$ cat src/sv/jdh_pkg.sv
// ----------------------------------------------------------------------------
// jdh_pkg
// Shared types, widths and codes of the joystick direction hysteresis block.
// ----------------------------------------------------------------------------
`default_nettype none

package jdh_pkg;

   // ADC sample and register width
   localparam int unsigned DATA_W       = 12;
   localparam int unsigned CSR_IDX_W    = 2;
   localparam int unsigned DIR_W        = 3;
   localparam int unsigned SAMPLES_DEF  = 4;

   // Register indexes
   localparam logic [CSR_IDX_W-1:0] CSR_CENTER_X     = 2'd0;
   localparam logic [CSR_IDX_W-1:0] CSR_CENTER_Y     = 2'd1;
   localparam logic [CSR_IDX_W-1:0] CSR_ENTER_RADIUS = 2'd2;
   localparam logic [CSR_IDX_W-1:0] CSR_EXIT_RADIUS  = 2'd3;

   // Register reset values
   localparam logic [DATA_W-1:0] CENTER_RST = 12'd2048;
   localparam logic [DATA_W-1:0] ENTER_RST  = 12'd1200;
   localparam logic [DATA_W-1:0] EXIT_RST   = 12'd900;

   // Direction codes
   localparam logic [DIR_W-1:0] DIR_NONE  = 3'd0;
   localparam logic [DIR_W-1:0] DIR_LEFT  = 3'd1;
   localparam logic [DIR_W-1:0] DIR_RIGHT = 3'd2;
   localparam logic [DIR_W-1:0] DIR_UP    = 3'd3;
   localparam logic [DIR_W-1:0] DIR_DOWN  = 3'd4;

   typedef struct packed {
      logic [DATA_W-1:0] sample_x;
      logic [DATA_W-1:0] sample_y;
      logic              sample_valid;
   } req_type;

   typedef struct packed {
      logic [DIR_W-1:0] direction;
      logic             moved;
   } rsp_type;

endpackage

`default_nettype wire

$ cat src/sv/jdh_div.sv
// ----------------------------------------------------------------------------
// jdh_div
// Iterative restoring divider: one quotient bit per cycle.
// ----------------------------------------------------------------------------
`default_nettype none

module jdh_div
   import jdh_pkg::*;
#(
   parameter int unsigned SUM_W = 14,
   parameter int unsigned CNT_W = 3
) (
   input  wire logic              clock,
   input  wire logic              reset,
   input  wire logic              start,
   input  wire logic [SUM_W-1:0]  dividend,
   input  wire logic [CNT_W-1:0]  divisor,
   output logic                   done,
   output logic [DATA_W-1:0]      quotient
);

   localparam int unsigned STEP_W = $clog2(SUM_W + 1);

   logic              busy_ff, busy_in;
   logic              done_ff, done_in;
   logic [STEP_W-1:0] step_ff, step_in;
   logic [SUM_W-1:0]  dq_ff, dq_in;
   logic [CNT_W-1:0]  rem_ff, rem_in;
   logic [CNT_W-1:0]  div_ff, div_in;
   logic [CNT_W:0]    trial;
   logic              fits;

   // Shift the next dividend bit into the partial remainder
   assign trial = {rem_ff, dq_ff[SUM_W-1]};
   assign fits  = (trial >= {1'b0, div_ff});

   always_comb begin
      busy_in = busy_ff;
      done_in = 1'b0;
      step_in = step_ff;
      dq_in   = dq_ff;
      rem_in  = rem_ff;
      div_in  = div_ff;
      if (start) begin
         busy_in = 1'b1;
         step_in = '0;
         dq_in   = dividend;
         rem_in  = '0;
         div_in  = divisor;
      end else if (busy_ff) begin
         // Subtract when the divisor fits, shift the quotient bit in
         rem_in  = fits ? CNT_W'(trial - {1'b0, div_ff}) : trial[CNT_W-1:0];
         dq_in   = {dq_ff[SUM_W-2:0], fits};
         step_in = step_ff + 1'b1;
         if (step_ff == STEP_W'(SUM_W - 1)) begin
            busy_in = 1'b0;
            done_in = 1'b1;
         end
      end
   end

   always_ff @(posedge clock) begin
      if (reset) begin
         busy_ff <= 1'b0;
         done_ff <= 1'b0;
      end else begin
         busy_ff <= busy_in;
         done_ff <= done_in;
      end
      step_ff <= step_in;
      dq_ff   <= dq_in;
      rem_ff  <= rem_in;
      div_ff  <= div_in;
   end

   assign done     = done_ff;
   assign quotient = dq_ff[DATA_W-1:0];

endmodule

`default_nettype wire

$ cat src/sv/joystick_direction_hysteresis.sv
// ----------------------------------------------------------------------------
// joystick_direction_hysteresis
// Windowed joystick averaging with a squared-radius deadzone and hysteresis.
// ----------------------------------------------------------------------------
// Each X/Y sample item is taken while the block is idle and summed when its
// valid flag is set; every SAMPLES-th item closes the window and yields one
// result item. After the closing item of a window with at least one valid
// sample, req_stall stays high while the iterative divider forms the X and Y
// averages one quotient bit per cycle (SUM_W = 12 + clog2(SAMPLES) quotient
// bits each), then one shared multiplier squares dx, dy and both radii in
// turn before the hysteresis decision and the output state. After the
// closing item of an empty window req_stall stays high in the output state
// only. No sample item is taken while a window is being evaluated; samples
// keep flowing while a finished result waits on rsp_stall, and a window end
// waits in the output state for it to drain, with req_stall held high.
// ----------------------------------------------------------------------------
`default_nettype none

module joystick_direction_hysteresis
   import jdh_pkg::*;
#(
   parameter int unsigned SAMPLES = SAMPLES_DEF
) (
   input  wire logic                 clock,
   input  wire logic                 reset,
   input  wire logic                 req_valid,
   output logic                      req_stall,
   input  wire req_type              req_data,
   output logic                      rsp_valid,
   input  wire logic                 rsp_stall,
   output rsp_type                   rsp_data,
   input  wire logic                 csr_we,
   input  wire logic [CSR_IDX_W-1:0] csr_index,
   input  wire logic [DATA_W-1:0]    csr_wdata
);

   localparam int unsigned CNT_W  = $clog2(SAMPLES + 1);
   localparam int unsigned SUM_W  = DATA_W + $clog2(SAMPLES);
   localparam int unsigned DIFF_W = DATA_W + 1;
   localparam int unsigned PROD_W = 2 * DIFF_W;
   localparam int unsigned DIST_W = PROD_W + 1;

   typedef enum logic [3:0] {
      ST_IDLE, ST_DIVX, ST_DIVY, ST_SQX, ST_SQY, ST_SQEN, ST_SQEX,
      ST_DECIDE, ST_OUT
   } state_type;

   state_type           state_ff, state_in;
   logic [DATA_W-1:0]   center_x_ff, center_y_ff, enter_ff, exit_ff;
   logic [SUM_W-1:0]    sum_x_ff, sum_x_in, sum_y_ff, sum_y_in;
   logic [CNT_W-1:0]    count_ff, count_in, index_ff, index_in;
   logic                moved_ff, moved_in;
   logic [DIR_W-1:0]    held_ff, held_in;
   logic                start_ff, start_in;
   logic signed [DIFF_W-1:0] dx_ff, dx_in, dy_ff, dy_in;
   logic [PROD_W-1:0]   prod_ff, prod_in;
   logic [DIST_W-1:0]   dist_ff, dist_in;
   logic [PROD_W-1:0]   enter_sq_ff, enter_sq_in;
   logic                rsp_valid_ff, rsp_valid_in;
   rsp_type             rsp_data_ff, rsp_data_in;

   logic                accept;
   logic                div_done;
   logic [DATA_W-1:0]   quotient;
   logic [SUM_W-1:0]    dividend;
   logic signed [DIFF_W-1:0] mul_a, mul_b;
   logic signed [PROD_W-1:0] mul_p;
   logic [DIFF_W-1:0]   abs_x, abs_y;
   logic [DIR_W-1:0]    pick;
   logic                out_free;

   assign accept   = req_valid && !req_stall;
   assign req_stall = (state_ff != ST_IDLE);
   assign out_free = !rsp_valid_ff || !rsp_stall;

   // Divider on the window sums
   assign dividend = (state_ff == ST_DIVX) ? sum_x_ff : sum_y_ff;

   jdh_div #(
      .SUM_W (SUM_W),
      .CNT_W (CNT_W)
   ) u_div (
      .clock    (clock),
      .reset    (reset),
      .start    (start_ff),
      .dividend (dividend),
      .divisor  (count_ff),
      .done     (div_done),
      .quotient (quotient)
   );

   // Shared multiplier: squares dx, dy, enter and exit radius in turn
   always_comb begin
      case (state_ff)
         ST_SQX: begin
            mul_a = dx_ff;
            mul_b = dx_ff;
         end
         ST_SQY: begin
            mul_a = dy_ff;
            mul_b = dy_ff;
         end
         ST_SQEN: begin
            mul_a = $signed({1'b0, enter_ff});
            mul_b = $signed({1'b0, enter_ff});
         end
         default: begin
            mul_a = $signed({1'b0, exit_ff});
            mul_b = $signed({1'b0, exit_ff});
         end
      endcase
   end
   assign mul_p = mul_a * mul_b;

   // Dominant axis, ties go to horizontal
   assign abs_x = dx_ff[DIFF_W-1] ? DIFF_W'(-dx_ff) : DIFF_W'(dx_ff);
   assign abs_y = dy_ff[DIFF_W-1] ? DIFF_W'(-dy_ff) : DIFF_W'(dy_ff);
   always_comb begin
      if (abs_x >= abs_y) begin
         pick = dx_ff[DIFF_W-1] ? DIR_LEFT : DIR_RIGHT;
      end else begin
         pick = (!dy_ff[DIFF_W-1] && (dy_ff != '0)) ? DIR_UP : DIR_DOWN;
      end
   end

   // Sequencer
   always_comb begin
      state_in     = state_ff;
      sum_x_in     = sum_x_ff;
      sum_y_in     = sum_y_ff;
      count_in     = count_ff;
      index_in     = index_ff;
      moved_in     = moved_ff;
      held_in      = held_ff;
      start_in     = 1'b0;
      dx_in        = dx_ff;
      dy_in        = dy_ff;
      prod_in      = prod_ff;
      dist_in      = dist_ff;
      enter_sq_in  = enter_sq_ff;
      rsp_valid_in = rsp_valid_ff && rsp_stall;
      rsp_data_in  = rsp_data_ff;

      case (state_ff)
         ST_IDLE: begin
            if (accept) begin
               // Accumulate the item and close the window on the last one
               if (req_data.sample_valid) begin
                  sum_x_in = sum_x_ff + SUM_W'(req_data.sample_x);
                  sum_y_in = sum_y_ff + SUM_W'(req_data.sample_y);
                  count_in = count_ff + 1'b1;
               end
               index_in = index_ff + 1'b1;
               if (index_ff == CNT_W'(SAMPLES - 1)) begin
                  index_in = '0;
                  if (req_data.sample_valid || (count_ff != '0)) begin
                     state_in = ST_DIVX;
                     start_in = 1'b1;
                  end else begin
                     state_in = ST_OUT;
                  end
               end
            end
         end
         ST_DIVX: begin
            if (div_done) begin
               dx_in    = $signed({1'b0, quotient}) - $signed({1'b0, center_x_ff});
               start_in = 1'b1;
               state_in = ST_DIVY;
            end
         end
         ST_DIVY: begin
            if (div_done) begin
               dy_in    = $signed({1'b0, quotient}) - $signed({1'b0, center_y_ff});
               state_in = ST_SQX;
            end
         end
         ST_SQX: begin
            prod_in  = PROD_W'(mul_p);
            state_in = ST_SQY;
         end
         ST_SQY: begin
            dist_in  = DIST_W'(prod_ff);
            prod_in  = PROD_W'(mul_p);
            state_in = ST_SQEN;
         end
         ST_SQEN: begin
            dist_in  = dist_ff + DIST_W'(prod_ff);
            prod_in  = PROD_W'(mul_p);
            state_in = ST_SQEX;
         end
         ST_SQEX: begin
            enter_sq_in = prod_ff;
            prod_in     = PROD_W'(mul_p);
            state_in    = ST_DECIDE;
         end
         ST_DECIDE: begin
            // Hysteresis: enter at or beyond enter radius, leave at or within exit
            if (!moved_ff) begin
               if (dist_ff >= DIST_W'(enter_sq_ff)) begin
                  moved_in = 1'b1;
                  held_in  = pick;
               end else begin
                  held_in  = DIR_NONE;
               end
            end else begin
               if (dist_ff <= DIST_W'(prod_ff)) begin
                  moved_in = 1'b0;
                  held_in  = DIR_NONE;
               end else begin
                  held_in  = pick;
               end
            end
            state_in = ST_OUT;
         end
         ST_OUT: begin
            // Hold until the result register is free, then clear the window
            if (out_free) begin
               rsp_valid_in          = 1'b1;
               rsp_data_in.direction = moved_ff ? held_ff : DIR_NONE;
               rsp_data_in.moved     = moved_ff;
               sum_x_in              = '0;
               sum_y_in              = '0;
               count_in              = '0;
               state_in              = ST_IDLE;
            end
         end
         default: begin
            state_in = ST_IDLE;
         end
      endcase
   end

   always_ff @(posedge clock) begin
      if (reset) begin
         state_ff     <= ST_IDLE;
         sum_x_ff     <= '0;
         sum_y_ff     <= '0;
         count_ff     <= '0;
         index_ff     <= '0;
         moved_ff     <= 1'b0;
         held_ff      <= DIR_NONE;
         start_ff     <= 1'b0;
         rsp_valid_ff <= 1'b0;
      end else begin
         state_ff     <= state_in;
         sum_x_ff     <= sum_x_in;
         sum_y_ff     <= sum_y_in;
         count_ff     <= count_in;
         index_ff     <= index_in;
         moved_ff     <= moved_in;
         held_ff      <= held_in;
         start_ff     <= start_in;
         rsp_valid_ff <= rsp_valid_in;
      end
      dx_ff       <= dx_in;
      dy_ff       <= dy_in;
      prod_ff     <= prod_in;
      dist_ff     <= dist_in;
      enter_sq_ff <= enter_sq_in;
      rsp_data_ff <= rsp_data_in;
   end

   // Configuration registers
   always_ff @(posedge clock) begin
      if (reset) begin
         center_x_ff <= CENTER_RST;
         center_y_ff <= CENTER_RST;
         enter_ff    <= ENTER_RST;
         exit_ff     <= EXIT_RST;
      end else if (csr_we) begin
         case (csr_index)
            CSR_CENTER_X:     center_x_ff <= csr_wdata;
            CSR_CENTER_Y:     center_y_ff <= csr_wdata;
            CSR_ENTER_RADIUS: enter_ff    <= csr_wdata;
            CSR_EXIT_RADIUS:  exit_ff     <= csr_wdata;
            default: begin
            end
         endcase
      end
   end

   assign rsp_valid = rsp_valid_ff;
   assign rsp_data  = rsp_data_ff;

endmodule

`default_nettype wire
$ cat config.mk
export PLATFORM = sky130hd
export DESIGN_NAME = joystick_direction_hysteresis
export DESIGN_NICKNAME = d
export VERILOG_FILES = /design/src/sv/jdh_pkg.sv /design/src/sv/jdh_div.sv /design/src/sv/joystick_direction_hysteresis.sv
export SDC_FILE = /design/constraint.sdc
export NUM_CORES = 1
export LEC_CHECK = 0
export BUFFER_PORTS_ARGS = -buffer_cell sky130_fd_sc_hd__clkbuf_2
export CORE_MARGIN = 3
export CORE_UTILIZATION = 40
export DETAILED_ROUTE_END_ITERATION = 16
export HOLD_SLACK_MARGIN = 0.1
export SLEW_MARGIN = 25
export SYNTH_ARGS = -nofsm -noshare
export SYNTH_HDL_FRONTEND = slang
export SYNTH_SLANG_ARGS = --single-unit
$ cat constraint.sdc
create_clock -name clock -period 7.26 [get_ports clock]
set_input_delay 1.089 -clock clock [delete_from_list [all_inputs] [get_ports clock]]
set_output_delay 1.089 -clock clock [all_outputs]
set_load 0.1 [all_outputs]
==> results.sh, run 1 <==
export IMPL_status="finished, final reports clean"
export IMPL_num_nets_final=2582
export IMPL_slowest_stage="fa_1"
export IMPL_fmax_mhz=144.5
export IMPL_cts_tree="built"
export IMPL_ys_dominant_reg_cell="edfxtp_1"
export IMPL_critical_path_required_ns=7.56
export IMPL_layout_common_cells="inv_1 (296), nand2_1 (240), ha_1 (214)"
export IMPL_ant_nets=0
export IMPL_grt_max_degree=52
export IMPL_globalRouteTotalUtil=0.1831
export IMPL_synth_edf_count=124
export IMPL_regArea_sq_um=5747
export IMPL_diodes=0
export IMPL_rsz0062_at_grt="no"
export IMPL_power_density_nw_per_um2=176.1
export IMPL_drcViolationCount=0
export IMPL_ys_seq_elements=225
export IMPL_critical_path_class="register to register"
export IMPL_p_int_mw=2.683
export IMPL_holdCritStartpoint="index_ff[2]"
export IMPL_htree_levels=1
export IMPL_dieArea_sq_um=50790
export IMPL_initial_utilization=0.4091
export IMPL_synthCells=2089
export IMPL_cts_root_buf="clkbuf_16"
export IMPL_period_needed_ns=6.920
export IMPL_routedLengthMet1_um=20550
export IMPL_drive_gt1_frac=0.1011
export IMPL_dr_first_iter_drc_count=858
export IMPL_swShare=0.2962
export IMPL_grt_pass1_vias=14740
export IMPL_worstSkewPairLatency_ns=0.58
export IMPL_p_switching_mw=1.129
export IMPL_dr_wl_met3_um=1715
export IMPL_hpwl_um=36680
export IMPL_max_slew_margin=0.4442
export IMPL_nFillCells=4426
export IMPL_clock_power_share=0.372
export IMPL_pin_count=50
export IMPL_crit_family="adder cells"
export IMPL_synthDistinctLibCells=70
export IMPL_post_place_ws_ns=0.06101
export IMPL_hp_class="register to register"
export IMPL_reg2reg_from="state_ff[0]"
export IMPL_finalCritPeriodShare=0.9532
export IMPL_cts_buffers=28
export IMPL_synth_area_per_cell_sq_um=9.214
export IMPL_hold_viol_final=0
export IMPL_wl_per_cell_um=16.41
export IMPL_setup_viol=0
export IMPL_comb_power_share=0.248
export IMPL_vdd_drop_max_uv=126.6
export IMPL_final_common_cell="inv_1"
export IMPL_wl_met2_um=22620
export IMPL_ctsHoldBuffers=0
export IMPL_async_flop_share=0
export IMPL_path_common_cell="inv_1"
export IMPL_yosys_warnings=0
export IMPL_dr_pass1_iters=5
export IMPL_total_power_mw=3.812
export IMPL_crit_path_end_kind="register"
export IMPL_cp_max_fo=7
export IMPL_vias=14500
export IMPL_worst_slew_pin_slew_ns=0.8306
export IMPL_gp_congestion=0.8866
export IMPL_vias_per_cell=5.175
export IMPL_die_h_um=225.4
export IMPL_portBuffers=49
export IMPL_row_count=79
export IMPL_synth_seq_area_share=0.2985
export IMPL_r2r_end="prod_ff[24]"
export IMPL_clock_skew_ns=0.04177
export IMPL_fin_ws_ns=0.3398
export IMPL_worst_r2r_setup_slack_ns=0.34
export IMPL_p_leak_nw=9.875
export IMPL_cts_sinks=225
export IMPL_cts_buffer_depth=3
export IMPL_critPathMaxStageDelay_ns=0.58
export IMPL_wirelength_um=45990
export IMPL_critPathLaunchType="register"
export IMPL_multi_input_area_sq_um=12300
export IMPL_grt_pass1_wl_um=75280
export IMPL_synth_fp_nets=2498
export IMPL_fin_tns_setup_ns=0
export IMPL_grt_antenna_before_repair=0
export IMPL_highest_layer="met4"
export IMPL_area_growth_syn_to_layout_pct=12.43
export IMPL_gr_total_overflow=0
export IMPL_dieWidth_um=225.4
export IMPL_slew_viol_final=0
export IMPL_clk_pin_slew_worst_paths_ns=0.06
export IMPL_cp_data_arrival_time_ns=7.22
export IMPL_pwr_share_seq=0.380
export IMPL_crit_buf_inv=7
export IMPL_hold_depth=2
export IMPL_worstHoldEndpoint="index_ff[2]"
export IMPL_core_area_sq_um=47050
export IMPL_reg2reg_depth=27
export IMPL_netlist_area_sq_um=19250
export IMPL_holdWs_ns=0.4361
export IMPL_timing_max_cap_violations=0
==> area by class of cell <==
class,count,share of cell area
clock buffer,47,0.03891
timing repair buffer,110,0.03342
inverter,306,0.05348
tap,607,0.03510
multi-input combinational,1502,0.5686
sequential,225,0.2656
clock inverter,5,0.004915
==> stage by stage <==
step                  util  instances  instance area (sq um)
floorplan                -       2089                  19280
global placement    0.4356       2743                  20490
finish              0.4599       2802                  21640
detailed placement  0.4356       2743                  20490
CTS                 0.4557       2795                  21440
global route        0.4599       2802                  21640
==> state kept, by name, summed over array words and instances (netlist names), 13 cells and up <==
| name | cells |
|---|---|
| dist_ff | 27 |
| dx_ff | 13 |
| dy_ff | 13 |
| enter_sq_ff | 25 |
| prod_ff | 25 |
| sum_x_ff | 14 |
| sum_y_ff | 14 |
| u_div.dq_ff | 14 |
==> kinds of logic after synthesis <==
kind of cell,Yosys count,share of synthesized area
buf+inv,362,0.07118
fa+ha+maj,365,0.2950
mux,33,0.01762
xor+xnor,111,0.05051
compound gates,390,0.1259
simple gates,603,0.1413
flops,225,0.2985
==> worst max-delay path by stage <==
stage | from | to | cells past startpoint
finish | state_ff[0] | prod_ff[24] | 27
global route | state_ff[0] | prod_ff[24] | 27
CTS | state_ff[0] | prod_ff[25] | 30
detailed placement | state_ff[0] | prod_ff[25] | 30
global placement | state_ff[0] | prod_ff[25] | 30
floorplan | state_ff[3] | prod_ff[24] | 27
==> worst reg2reg max path, cell delays in order (launching register included) <==
cell	delay, ns
dfxtp_2	0.36
inv_1	0.07
nor2_2	0.10
nand2_1	0.09
nor2_2	0.16
buf_6	0.14
nor2_4	0.06
a221o_1	0.41
inv_2	0.13
nor2_1	0.07
fa_1	0.58
inv_1	0.08
fa_2	0.54
fa_1	0.57
inv_1	0.05
fa_1	0.48
inv_1	0.06
fa_1	0.53
inv_1	0.04
ha_1	0.32
ha_4	0.27
a21o_1	0.16
a221o_1	0.36
or3_1	0.32
a31o_2	0.23
a31o_2	0.24
a21oi_2	0.14
xnor2_1	0.07
==> metal layers <==
layer  track usage  vias to the layer above
li1              -                     7188
met1        0.2359                     6970
met2        0.3245                      273
met3       0.02358                       69
met4       0.04920                        0
met5             0                        -
==> power groups by stage <==
stage                     Sequential [mW]  Combinational, mW  Clock (mW)
after CTS                            1.45              0.912        1.46
after global routing                 1.46               1.09        1.50
after detailed placement             1.48              0.901           0
final                                1.45              0.945        1.42
after global placement               1.47              0.880           0
after floorplan                      1.47              0.695           0
==> synthesized netlist by cell type, types with 5 or more instances <==
cell      instances  share of area
or4_1             6         0.0023
nor4_1           11         0.0036
a211oi_1         17         0.0066
ha_1            217           0.14
fa_1            148           0.15
or2_2             8         0.0026
clkbuf_1         48         0.0094
o21ai_0          87          0.023
clkinv_1          5        0.00098
o21ai_1           6         0.0016
edfxtp_1        124           0.19
nand2_1         243          0.047
a32o_1            6         0.0031
nand2b_1         11         0.0036
o31ai_1          13         0.0051
a21o_1           27          0.011
dfxtp_1         101           0.11
nand3_1          36         0.0094
xnor2_1          77          0.035
nand4_1          11         0.0036
nor2b_1          26         0.0085
o211ai_1          8         0.0031
nor3_1           15         0.0039
a21oi_1         142          0.037
xor2_1           34          0.015
and2_1            5         0.0016
o21a_1           10         0.0039
and3_1           15         0.0049
a31oi_1           7         0.0023
mux2i_1          26          0.014
a21boi_0          6         0.0023
o21bai_1         11         0.0043
nor2_1          184          0.036
a22oi_1          10         0.0039
or3_1             9         0.0029
inv_1           301          0.059
mux2_2            7         0.0041
==> what timing repair did <==
item	in CTS	in global routing
gates resized for setup	0	46
setup buffers	0	6
setup endpoints to repair	0	9
Note: power is estimated with default switching activity, not from simulation.
==> inputs of run 2 (changes only) <==
==> constraint.sdc (replaced) <==
create_clock -name clock -period 7.26 [get_ports clock]
set_input_delay 1.815 -clock clock [delete_from_list [all_inputs] [get_ports clock]]
set_output_delay 1.815 -clock clock [all_outputs]
set_load 0.1 [all_outputs]
==> results.sh, run 2 (synthesized netlist as in run 1, its figures left out) <==
export IMPL_status="finished, final reports clean"
export IMPL_clk_pin_slew_worst_paths_ns=0.06
export IMPL_num_nets_final=2586
export IMPL_layout_common_cells="inv_1 (295), nand2_1 (241), ha_1 (213)"
export IMPL_wirelength_um=46030
export IMPL_largest_reg_flops=27
export IMPL_htree_levels=1
export IMPL_regArea_sq_um=5749
export IMPL_reg2reg_from="state_ff[0]"
export IMPL_vias_per_cell=5.168
export IMPL_holdWs_ns=0.4521
export IMPL_grt_pass1_wl_um=75950
export IMPL_worstSkewPairLatency_ns=0.58
export IMPL_ctsHoldBuffers=0
export IMPL_fmax_mhz=144.9
export IMPL_final_util=0.4650
export IMPL_path_common_cell="fa_1"
export IMPL_row_count=79
export IMPL_slew_viol_final=0
export IMPL_cp_max_fo=7
export IMPL_vias=14500
export IMPL_dr_first_iter_drc_count=834
export IMPL_diodes=0
export IMPL_grt_max_degree=52
export IMPL_nFillCells=4476
export IMPL_globalRouteTotalUtil=0.1838
export IMPL_reg2reg_depth=25
export IMPL_top_register="dist_ff"
export IMPL_path_depth=25
export IMPL_p_leak_nw=9.968
export IMPL_reg_top3="dist_ff: 27 flops, enter_sq_ff: 25 flops, prod_ff: 25 flops"
export IMPL_die_h_um=225.4
export IMPL_cts_buffer_depth=3
export IMPL_initial_utilization=0.4091
export IMPL_r2r_end="prod_ff[24]"
export IMPL_gr_total_overflow=0
export IMPL_crit_start="state_ff[0]"
export IMPL_worst_r2r_setup_slack_ns=0.36
export IMPL_clock_power_share=0.405
export IMPL_area_growth_syn_to_layout_pct=13.67
export IMPL_worst_slew_pin_slew_ns=0.7904
export IMPL_max_slew_margin=0.4711
export IMPL_critPathMaxStageDelay_ns=0.65
export IMPL_p_int_mw=2.892
export IMPL_ant_nets=0
export IMPL_swShare=0.2876
export IMPL_critPathLaunchType="register"
export IMPL_multi_input_area_sq_um=12340
export IMPL_dieArea_sq_um=50790
export IMPL_hpwl_um=36530
export IMPL_crit_family="adder cells"
export IMPL_hp_class="register to register"
export IMPL_cts_root_buf="clkbuf_16"
export IMPL_vdd_drop_max_uv=159.1
export IMPL_slowest_stage="fa_2"
export IMPL_cts_sinks=225
export IMPL_p_switching_mw=1.167
export IMPL_clock_skew_ns=0.02762
export IMPL_cts_buffers=28
export IMPL_finalCritPeriodShare=0.9504
export IMPL_gp_congestion=0.8869
export IMPL_setup_viol=0
export IMPL_comb_power_share=0.237
export IMPL_crit_path_end_kind="register"
export IMPL_pwr_share_seq=0.357
export IMPL_wl_per_cell_um=16.41
export IMPL_critical_path_class="register to register"
export IMPL_hold_viol_final=0
export IMPL_dieWidth_um=225.4
export IMPL_final_common_cell="inv_1"
export IMPL_drcViolationCount=0
export IMPL_cts_tree="built"
export IMPL_pin_count=50
export IMPL_dr_pass1_iters=5
export IMPL_crit_buf_inv=5
export IMPL_timing_max_cap_violations=0
export IMPL_drive_gt1_frac=0.1078
export IMPL_grt_antenna_before_repair=0
export IMPL_core_area_sq_um=47050
export IMPL_portBuffers=49
export IMPL_period_needed_ns=6.900
export IMPL_cp_data_arrival_time_ns=7.21
export IMPL_grt_pass1_vias=14880
export IMPL_power_density_nw_per_um2=185.6
export IMPL_critical_path_required_ns=7.57
export IMPL_crit_path_end="prod_ff[24]"
run 2: stage by stage:
| step | instances | instance area, sq um | setup WS [ns] | power, mW | setup TNS (ns) |
|---|---|---|---|---|---|
| 2_1_floorplan | 2089 | 19280 | 0.0005991 | 2.162 | 0 |
| 3_3_place_gp | 2743 | 20490 | 0.2057 | 2.353 | 0 |
| 3_5_place_dp | 2743 | 20490 | 0.05056 | 2.375 | 0 |
| 4_1_cts | 2795 | 21620 | 0.04730 | 4.051 | 0 |
| 5_1_grt | 2806 | 21880 | -0.02281 | 4.284 | -0.03430 |
| 6_report | 2806 | 21880 | 0.3602 | 4.060 | 0 |
run 2: worst min-delay path by stage:
stage	endpoint	slack, ns	start	cells past startpoint
finish	index_ff[2]	0.45	index_ff[2]	2
global route	index_ff[2]	0.47	index_ff[2]	2
detailed placement	index_ff[2]	0.44	index_ff[2]	2
CTS	index_ff[2]	0.45	index_ff[2]	2
floorplan	index_ff[2]	0.41	index_ff[2]	2
global placement	index_ff[2]	0.42	index_ff[2]	2
run 2: worst register-to-register path, stage by stage (launching register included):
cell	delay, ns
dfxtp_4	0.37
inv_1	0.05
nor2_1	0.12
nand2_1	0.09
nor2_2	0.18
buf_6	0.15
nor2_4	0.07
a221o_2	0.41
inv_2	0.11
nor2_1	0.07
fa_1	0.54
inv_1	0.08
fa_2	0.65
inv_2	0.08
fa_1	0.55
fa_1	0.44
fa_1	0.43
ha_1	0.29
ha_1	0.35
and3_1	0.24
a221o_1	0.37
or3_1	0.31
a31o_2	0.23
a31o_2	0.23
a21oi_2	0.14
xnor2_1	0.07
run 2: final cells by class:
type | instances | share of cell area
tap | 607 | 0.03471
sequential | 225 | 0.2628
clock buffer | 32 | 0.03414
multi-input combinational | 1502 | 0.5642
timing repair buffer | 114 | 0.03426
clock inverter | 20 | 0.01687
inverter | 306 | 0.05307
run 2: timing repair:
| action | in CTS | in global routing |
|---|---|---|
| setup buffers | 0 | 10 |
| endpoints found under the setup margin | 1 | 8 |
| gates resized for setup | 1 | 51 |
| cloned | 0 | 1 |
| pin swaps | 0 | 13 |
run 2: metal layers:
layer	wire length [um]	global-route usage
met1	20880	0.2408
met2	22600	0.3285
met3	1671	0.01967
met4	888	0.03998
met5	0	0
run 2: power by group through the flow:
stage | combinational (mW) | sequential [mW] | clock (mW)
final | 0.963 | 1.45 | 1.65
after global routing | 1.10 | 1.46 | 1.73
after CTS | 0.918 | 1.45 | 1.68
after detailed placement | 0.898 | 1.48 | 0
after global placement | 0.879 | 1.47 | 0
after floorplan | 0.695 | 1.47 | 0
